### src/rtl/core/bss_pkg.sv
// Shared constants, codes and types for the byte substring search core.
package bss_pkg;

    // Longest needle held by the cell row
    localparam int unsigned NEEDLE_MAX = 32;
    // Largest offset that can be reported before saturating
    localparam longint unsigned OFFSET_MAX = 64'd65535;
    // Width of the match_offset field
    localparam int unsigned OFF_W = 16;
    localparam longint unsigned FIELD_LIMIT = (64'd1 << OFF_W) - 64'd1;
    localparam longint unsigned OFF_LIMIT =
        (OFFSET_MAX < FIELD_LIMIT) ? OFFSET_MAX : FIELD_LIMIT;

    // Needle length counter holds 0 to NEEDLE_MAX
    localparam int unsigned LEN_W = $clog2(NEEDLE_MAX + 1);
    // Haystack byte count saturates just above the offset limit
    localparam longint unsigned SEEN_CAP = OFFSET_MAX + NEEDLE_MAX + 64'd1;
    localparam int unsigned SEEN_W = $clog2(SEEN_CAP + 64'd1);

    // Item kinds
    localparam logic REQ_NEEDLE   = 1'b0;
    localparam logic REQ_HAYSTACK = 1'b1;

    // Result status codes
    typedef enum logic [1:0] {
        STATUS_FOUND      = 2'd0,
        STATUS_NOT_FOUND  = 2'd1,
        STATUS_BAD_NEEDLE = 2'd2
    } status_t;

    // Shift enables fanned out to every cell
    typedef struct packed {
        logic hay_shift;
        logic ndl_shift;
    } cell_ctrl_t;

endpackage

### src/rtl/core/bss_cell.sv
// One cell of the compare row: a haystack window byte, a needle byte and their compare.
module bss_cell (
    input  logic                clk,
    input  logic                rst_n,
    input  bss_pkg::cell_ctrl_t ctrl,
    input  logic [7:0]          hay_in,
    input  logic [7:0]          ndl_in,
    input  logic                active,
    output logic [7:0]          hay_out,
    output logic [7:0]          ndl_out,
    output logic                hit
);
    import bss_pkg::*;

    logic [7:0] hay_reg;
    logic [7:0] hay_next;
    logic [7:0] ndl_reg;
    logic [7:0] ndl_next;

    // Take the neighbour's byte when the row shifts
    always_comb
    begin
        hay_next = ctrl.hay_shift ? hay_in : hay_reg;
        ndl_next = ctrl.ndl_shift ? ndl_in : ndl_reg;
    end

    // Window byte starts at zero
    always_ff @(posedge clk or negedge rst_n)
    begin
        if (!rst_n)
        begin
            hay_reg <= '0;
        end
        else
        begin
            hay_reg <= hay_next;
        end
    end

    // Needle byte is payload only
    always_ff @(posedge clk)
    begin
        ndl_reg <= ndl_next;
    end

    assign hay_out = hay_reg;
    assign ndl_out = ndl_reg;
    // Cells past the needle end always agree
    assign hit = !active || (hay_reg == ndl_reg);

endmodule

### src/rtl/core/byte_substring_search_core.sv
// Top level of the streaming first-occurrence byte substring search.
//
//  channel | handshake          | payload
//  --------+--------------------+---------------------------------------------
//  in      | in_valid/in_ready  | req_type, data_byte, is_last
//  out     | out_valid/out_ready| status, match_offset, offset_saturated
//
// A needle item leaves the block idle and ready. Accepting a haystack item
// shifts the byte into the cell row; the compare state then ANDs the row of
// cell compares and loads the result register. The row depth (NEEDLE_MAX
// cells) sets the width of that compare. A result that meets a full output
// register holds the block in the compare state until out_ready frees it.
// Reset clears all control state at once; there is no clearing pass.
module byte_substring_search_core (
    input  logic                 clk,
    input  logic                 rst_n,
    input  logic                 in_valid,
    output logic                 in_ready,
    input  logic                 req_type,
    input  logic [7:0]           data_byte,
    input  logic                 is_last,
    output logic                 out_valid,
    input  logic                 out_ready,
    output logic [1:0]           status,
    output logic [bss_pkg::OFF_W-1:0] match_offset,
    output logic                 offset_saturated
);
    import bss_pkg::*;

    typedef enum logic [1:0] {
        ST_IDLE = 2'b01,
        ST_EVAL = 2'b10
    } state_t;

    state_t               state_reg, state_next;
    logic [LEN_W-1:0]     len_reg, len_next;
    logic                 complete_reg, complete_next;
    logic                 invalid_reg, invalid_next;
    logic [SEEN_W-1:0]    seen_reg, seen_next;
    logic                 reported_reg, reported_next;
    logic                 last_reg, last_next;
    logic                 out_valid_reg, out_valid_next;
    status_t              status_reg, status_next;
    logic [OFF_W-1:0]     offset_reg, offset_next;
    logic                 sat_reg, sat_next;

    cell_ctrl_t           ctrl;
    logic [7:0]           hay_chain [NEEDLE_MAX+1];
    logic [7:0]           ndl_chain [NEEDLE_MAX+1];
    logic [NEEDLE_MAX-1:0] active;
    logic [NEEDLE_MAX-1:0] hit;

    logic                 accept;
    logic                 out_free;
    logic                 ndl_ok;
    logic                 found;
    logic [SEEN_W-1:0]    len_ext;
    logic [SEEN_W-1:0]    off_full;
    logic                 off_sat;

    assign in_ready = (state_reg == ST_IDLE);
    assign accept   = in_valid && in_ready;
    assign out_free = !out_valid_reg || out_ready;

    // Feed the row: new bytes enter cell 0, older ones move outwards
    assign hay_chain[0] = data_byte;
    assign ndl_chain[0] = data_byte;
    assign ctrl.hay_shift = accept && (req_type == REQ_HAYSTACK);
    assign ctrl.ndl_shift = accept && (req_type == REQ_NEEDLE) &&
                            (complete_reg || (len_reg < LEN_W'(NEEDLE_MAX)));

    // Build the cell row
    for (genvar i = 0; i < NEEDLE_MAX; i++)
    begin : g_cell
        assign active[i] = (len_reg > LEN_W'(i));
        bss_cell u_cell (
            .clk     (clk),
            .rst_n   (rst_n),
            .ctrl    (ctrl),
            .hay_in  (hay_chain[i]),
            .ndl_in  (ndl_chain[i]),
            .active  (active[i]),
            .hay_out (hay_chain[i+1]),
            .ndl_out (ndl_chain[i+1]),
            .hit     (hit[i])
        );
    end

    // Window compare and offset for the byte just shifted in
    assign len_ext  = SEEN_W'(len_reg);
    assign ndl_ok   = !invalid_reg && (len_reg != '0);
    assign found    = ndl_ok && !reported_reg && (seen_reg >= len_ext) && (&hit);
    assign off_full = seen_reg - len_ext;
    assign off_sat  = (64'(off_full) > OFF_LIMIT);

    // Sequence needle loading, haystack counting and result issue
    always_comb
    begin
        state_next     = state_reg;
        len_next       = len_reg;
        complete_next  = complete_reg;
        invalid_next   = invalid_reg;
        seen_next      = seen_reg;
        reported_next  = reported_reg;
        last_next      = last_reg;
        out_valid_next = out_valid_reg && !out_ready;
        status_next    = status_reg;
        offset_next    = offset_reg;
        sat_next       = sat_reg;

        case (state_reg)
            ST_IDLE:
            begin
                if (accept && (req_type == REQ_NEEDLE))
                begin
                    if (complete_reg)
                    begin
                        // Start a fresh needle and drop the search state
                        len_next      = LEN_W'(1);
                        invalid_next  = 1'b0;
                        seen_next     = '0;
                        reported_next = 1'b0;
                    end
                    else if (len_reg < LEN_W'(NEEDLE_MAX))
                    begin
                        len_next = len_reg + LEN_W'(1);
                    end
                    else
                    begin
                        invalid_next = 1'b1;
                    end
                    complete_next = is_last;
                end
                else if (accept)
                begin
                    // Close any open needle and count the haystack byte
                    complete_next = 1'b1;
                    if (64'(seen_reg) < SEEN_CAP)
                    begin
                        seen_next = seen_reg + SEEN_W'(1);
                    end
                    last_next  = is_last;
                    state_next = ST_EVAL;
                end
            end
            ST_EVAL:
            begin
                if (found)
                begin
                    if (out_free)
                    begin
                        out_valid_next = 1'b1;
                        status_next    = STATUS_FOUND;
                        offset_next    = off_sat ? OFF_LIMIT[OFF_W-1:0] : off_full[OFF_W-1:0];
                        sat_next       = off_sat;
                        reported_next  = !last_reg;
                        if (last_reg)
                        begin
                            seen_next = '0;
                        end
                        state_next = ST_IDLE;
                    end
                end
                else if (last_reg)
                begin
                    if (reported_reg || out_free)
                    begin
                        // Report the end of the haystack unless a match went out
                        if (!reported_reg)
                        begin
                            out_valid_next = 1'b1;
                            status_next    = ndl_ok ? STATUS_NOT_FOUND : STATUS_BAD_NEEDLE;
                            offset_next    = '0;
                            sat_next       = 1'b0;
                        end
                        seen_next     = '0;
                        reported_next = 1'b0;
                        state_next    = ST_IDLE;
                    end
                end
                else
                begin
                    state_next = ST_IDLE;
                end
            end
            default:
            begin
                state_next = ST_IDLE;
            end
        endcase
    end

    // Control registers
    always_ff @(posedge clk or negedge rst_n)
    begin
        if (!rst_n)
        begin
            state_reg     <= ST_IDLE;
            len_reg       <= '0;
            complete_reg  <= 1'b1;
            invalid_reg   <= 1'b0;
            seen_reg      <= '0;
            reported_reg  <= 1'b0;
            out_valid_reg <= 1'b0;
        end
        else
        begin
            state_reg     <= state_next;
            len_reg       <= len_next;
            complete_reg  <= complete_next;
            invalid_reg   <= invalid_next;
            seen_reg      <= seen_next;
            reported_reg  <= reported_next;
            out_valid_reg <= out_valid_next;
        end
    end

    // Payload registers
    always_ff @(posedge clk)
    begin
        last_reg   <= last_next;
        status_reg <= status_next;
        offset_reg <= offset_next;
        sat_reg    <= sat_next;
    end

    assign out_valid        = out_valid_reg;
    assign status           = status_reg;
    assign match_offset     = offset_reg;
    assign offset_saturated = sat_reg;

endmodule

### config.mk
export PLATFORM = sky130hd
export DESIGN_NAME = byte_substring_search_core
export DESIGN_NICKNAME = d
export VERILOG_FILES = /design/src/rtl/core/bss_pkg.sv /design/src/rtl/core/bss_cell.sv /design/src/rtl/core/byte_substring_search_core.sv
export SDC_FILE = /design/constraint.sdc
export NUM_CORES = 1
export LEC_CHECK = 0
export BUFFER_PORTS_ARGS = -buffer_cell sky130_fd_sc_hd__buf_2
export CAP_MARGIN = 40
export CELL_PAD_IN_SITES_DETAIL_PLACEMENT = 1
export CELL_PAD_IN_SITES_GLOBAL_PLACEMENT = 2
export CORE_ASPECT_RATIO = 1.75
export CORE_MARGIN = 2
export CORE_UTILIZATION = 35
export DETAILED_ROUTE_END_ITERATION = 10
export GPL_ROUTABILITY_DRIVEN = 0
export PLACE_DENSITY_LB_ADDON = 0.1
export SLEW_MARGIN = 5
export SYNTH_ARGS = -nofsm -noshare
export SYNTH_HDL_FRONTEND = slang
export SYNTH_SLANG_ARGS = --single-unit
### constraint.sdc
create_clock -name clk -period 30.3 [get_ports clk]
set_input_delay 1.515 -clock clk [delete_from_list [all_inputs] [get_ports clk]]
set_output_delay 1.515 -clock clk [all_outputs]
set_load 0.02 [all_outputs]
# Word-level counts from Yosys, hierarchy flattened
# Index checks and enable logic that the tools add are counted.
dict set report totals {
  ff_bits 561
  out_inout_bits 21
  elab_cells 314
}
dict set report classes {
  n_addsub 3
  n_eq_ne 49
  bitwise_logic 2
  n_mux 53
  order_cmp 36
  reduce_logical 96
}
# cell n
set ops {}
lappend ops {{$eq 8x8->1} 32}
lappend ops {{$mux 17} 9}
lappend ops {{$gt 6x5->1 const B} 16}
lappend ops {{$mux 16} 6}
lappend ops {{$gt 6x4->1 const B} 8}
lappend ops {{$logic_not 1->1} 37}
lappend ops {{$logic_or 1x1->1} 35}
lappend ops {{$pmux 17 s2} 1}
lappend ops {{$reduce_and 32->1} 1}
lappend ops {{$gt 6x3->1 const B} 4}
lappend ops {{$mux 2} 12}
lappend ops {{$mux 1} 21}
lappend ops {{$add 17x1->17 const B} 1}
lappend ops {{$ge 17x6->1} 1}
lappend ops {{$gt 17x16->1 const B} 1}
lappend ops {{$lt 17x17->1 const B} 1}
lappend ops {{$sub 17x6->17} 1}
lappend ops {{$ne 3x3->1 const B} 5}
lappend ops {{$gt 6x1->1 const B} 2}
lappend ops {{$gt 6x2->1 const B} 2}
lappend ops {{$mux 6} 2}
lappend ops {{$reduce_bool 2->1} 5}
lappend ops {{$logic_and 1x1->1} 9}
lappend ops {{$reduce_and 3->1} 3}
lappend ops {{17 further kinds} 24}

# Longest topological paths before layout
dict set report logic_depth {
  word_depth 7
  depth_mapped 11
  mapped_depth_nobuf 10
}

# Hierarchy
# Synthesis repeated with hierarchy kept, for this count alone.
dict set report unflattened {
  cells_unflattened 1537
  hier_area_um2 24440.9
}
# mod instances cells_each area_per_inst_um2
set by_module_without_submodules {}
lappend by_module_without_submodules {bss_cell 32 36 659.4}
lappend by_module_without_submodules {byte_substring_search_core 1 385 3340.7}

# Worst setup path after synthesis
# Ideal clock, no wire load.
dict set report synth_timing {
  path_type {input -> register}
  startpoint {input in_valid}
  endpoint {register g_cell[0].u_cell.ndl_reg[0] (enable)}
  t_required_ps 29341
  path_buffers 1
  t_arrival_ps 14447
  cell_stages 4
  setup_slack_ps 14894
  setup_time_ps 959
  cell_sequence {nand3b_1 -> or2_2 -> clkbuf_1 -> a21oi_1}
}
# item line
set synth_lines {}
lappend synth_lines {{from (decl)} byte_substring_search_core.sv:17} ;# input logic in_valid,
lappend synth_lines {{to (signal assigned)} bss_cell.sv:43} ;# ndl_reg <= ndl_next;
lappend synth_lines {{to (decl)} bss_cell.sv:17} ;# logic [7:0] ndl_reg;

==> flow_metrics.py <==
metrics = {
    "synth": {
        "syn_area_per_cell_um2": 11.38,
        "synthDistinctLibCells": 63,
        "synthesis.instances": 2035,
        "synth_area_um2": 23150,
        "synth_nets": 2062,
        "ys.warnings.count": 0,
        "synth-seq-cells": 561,
        "yosys_most_used_dff": "dfrtp_1",
        "yosysSeqAreaShare_pct": 66.61,
        "synth_edf_count": 276,
        "synthArstFlopShare_pct": 50.80,
    },
    "placement": {
        "port_buffers": 34,
        "dp_hpwl_um": 41060,
        "placed_cells": 2901,
    },
    "job": {
        "cap_violations": 0,
    },
    "grt": {
        "grt_max_degree": 167,
        "grt_pass1_wl_um": 94900,
        "antenna_found_initial": 4,
        "grt_use_total_pct": 18.53,
        "grt_pass1_vias": 15660,
        "grt.overflow.total": 0,
    },
    "clocking": {
        "htreeDepth": 2,
        "hold_buffers": 0,
        "cts_tree": "yes",
        "root_buffer": "clkbuf_16",
        "clkTransAtPathRegs_ns": 0.07,
        "clk_path_buf_depth": 3,
        "postCtsSetupRepairBufs": 0,
        "clock_sinks": 561,
        "cts_resized": 0,
        "cts_made_buffers": 55,
        "clk_latency_ns": 0.63,
    },
    "worst_setup_path": {
        "cp.required_ns": 30.55,
        "cp_max_fo": 165,
        "crit_path_end_kind": "register",
        "ff2ff_path_depth": 6,
        "cp-start-kind": "input pin",
        "critPathArrivalTime_ns": 4.60,
        "path_class": "in -> reg",
    },
    "floorplan": {
        "num_io_pins": 35,
        "die_w_um": 198.4,
        "core-area_um2": 65470,
        "initial_core_util_pct": 35.37,
        "dieHeight_um": 344.3,
        "rows": 124,
        "die_area_um2": 68310,
    },
    "route": {
        "met1_length_um": 23060,
        "remaining_drc_errors": 0,
        "wl_met3_um": 1915,
        "num_vias": 14380,
        "drtIter0Drc": 741,
        "avgViaCountPerCell": 4.788,
        "drt_wl_total_um": 61090,
        "met2RoutedLength_um": 33460,
        "drtPass1Iterations": 4,
        "top_layer": "met5",
        "postRouteAntennaNets": 0,
        "wl_per_cell_um": 20.34,
    },
    "finish": {
        "nets": 2103,
        "fin_cells": 3004,
        "layout-drive-gt1-share_pct": 7.399,
        "synthToLayoutAreaGrowth_pct": 13.51,
        "diodes": 0,
        "fin_util_pct": 40.14,
    },
    "sta": {
        "totalNegativeSetupSlack_ns": 0,
        "fmax_ghz": 0.2294,
        "rsz0062_at_grt": "false",
        "slew_violations": 0,
        "relSlewSlack_pct": 32.68,
        "fin_worst_skew_ns": 0.01607,
        "min_period_ns": 4.358,
        "tightest_slew_ns": 1.010,
        "setup_viol": 0,
        "period_share_pct": 14.38,
        "finalHoldViolations": 0,
    },
    "status": {
        "status": "finished, final reports clean",
    },
    "worst_hold_path": {
        "worstHoldPathCells": 0,
        "min-delay-path-class": "reg -> reg",
    },
    "power": {
        "finalPower_mw": 1.903,
        "vdd_drop_max_v": 0.00004127,
        "power.density_nw_per_um2": 72.39,
        "p_leak_nw": 11.75,
    },
}
layout by cell type, fill, tap and decap left out, types with 6 or more instances in the layout:
cell type and n:
buf_4 9, buf_2 36, xor2_1 214, clkinv_1 11, nand3_1 11, ha_1 12, nand4_1 21, nor3_1 13
a31oi_1 6, clkinv_2 16, clkbuf_16 55, nor4_1 55, o22ai_1 8, nor2_1 29, xnor2_1 56, o21ai_0 30
clkbuf_1 10, edfxtp_1 276, nand2b_1 10, bufinv_16 6, nand2_1 791, inv_1 16, a21oi_1 46, dfrtp_1 283
cell type report:
type | count | area, um^2
Tap cell | 882 | 1104
Inverter | 18 | 75.07
Fill cell | 7131 | 39190
Sequential cell | 561 | 15420
Clock inverter | 36 | 341.6
Clock buffer | 67 | 1441
Timing Repair Buffer | 59 | 509.2
Multi-Input combinational cell | 1381 | 7391
per-layer routing:
metal	vias up	track usage, %
li1	6883	-
met4	4	7.789
met5	-	0
met2	200	35.47
met1	7189	19.96
met3	107	2.973
where the power goes:
| group | total (mW) | switching [mW] | internal (mW) | leakage [nW] |
|---|---|---|---|---|
| logic | 0.280 | 0.177 | 0.102 | 4.40 |
| clock network | 0.694 | 0.304 | 0.390 | 0.882 |
| registers | 0.929 | 0.0672 | 0.862 | 6.47 |
stage by stage:
step	worst slack, ns	hold WS, ns	area (um^2)
2_1_floorplan	14.89	0.4476	23150
6_report	25.94	0.4635	26280
3_3_place_gp	25.20	0.4475	24290
4_1_cts	25.99	0.4651	26280
3_5_place_dp	25.32	0.4555	24500
5_1_grt	25.77	0.4731	26280
path summary, 6_finish.rpt:
| path | slack [ns] | startpoint | end |
|---|---|---|---|
| worst min register to register | 0.46 | g_cell[21].u_cell.ndl_out[2]$_DFFE_PP_ | g_cell[22].u_cell.ndl_out[2]$_DFFE_PP_ |
| max in group asynchronous | 27.36 | rst_n | g_cell[25].u_cell.hay_out[1]$_DFFE_PN0P_ |
| worst max-delay path | 25.94 | in_valid | g_cell[30].u_cell.ndl_out[2]$_DFFE_PP_ |
| worst max register to register | 26.43 | state_reg[0]$_DFFE_PN1P_ | g_cell[30].u_cell.ndl_out[2]$_DFFE_PP_ |
| min in group asynchronous | 0.92 | rst_n | g_cell[5].u_cell.hay_out[3]$_DFFE_PN0P_ |
| worst min-delay path | 0.46 | g_cell[21].u_cell.ndl_out[2]$_DFFE_PP_ | g_cell[22].u_cell.ndl_out[2]$_DFFE_PP_ |
critical path, stage by stage:
cell      delay, ns
buf_2          0.15
nand3b_1       0.15
or2_2          0.44
a21oi_4        0.67
buf_4          0.39
buf_16         0.29
buf_12         0.73
kinds of logic (layout without fill, tap and decap cells):
kind of cell / count (synthesis) / count (layout) / synth area share (%)
flip-flops: 561 / 561 / 66.61
multiplexers: 2 / 2 / 0.08646
AO/OA/AOI/OAI: 132 / 132 / 3.502
XOR/XNOR: 270 / 270 / 10.21
AND/OR/NAND/NOR: 964 / 964 / 17.26
adder cells (fa/ha/maj): 13 / 13 / 0.7349
buffers and inverters: 93 / 180 / 1.599
cells in the mapped netlist (all sizes together), types with 2 or more instances:
cell type	n	area, um^2
and4	3	26.28
xor2	214	1874
nor3b	2	15.01
and4b	2	20.02
nor3	13	65.06
o21a	3	22.52
o31ai	5	37.54
ha	12	150.1
dfrtp	283	7082
a31oi	6	37.54
a21o	3	22.52
edfxtp	276	8288
or3	4	30.03
a2111oi	3	26.28
nor2b	4	25.02
mux2i	2	20.02
a21oi	47	235.2
nand4	22	143.9
nand3	13	70.07
a22oi	5	37.54
or2	3	18.77
o21ai	31	155.1
o22ai	8	50.05
clkbuf	59	221.5
and3	4	25.02
xnor2	56	490.5
buf	16	81.32
o41ai	4	35.03
and2	4	25.02
nand2	791	2969
nor4	56	356.6
a211oi	3	27.52
a41oi	2	17.52
inv	16	60.06
dfstp	2	52.55
nand2b	10	62.56
clkinv	2	7.510
nor2	29	108.9
No activity file was read; power rests on OpenSTA's default activity.
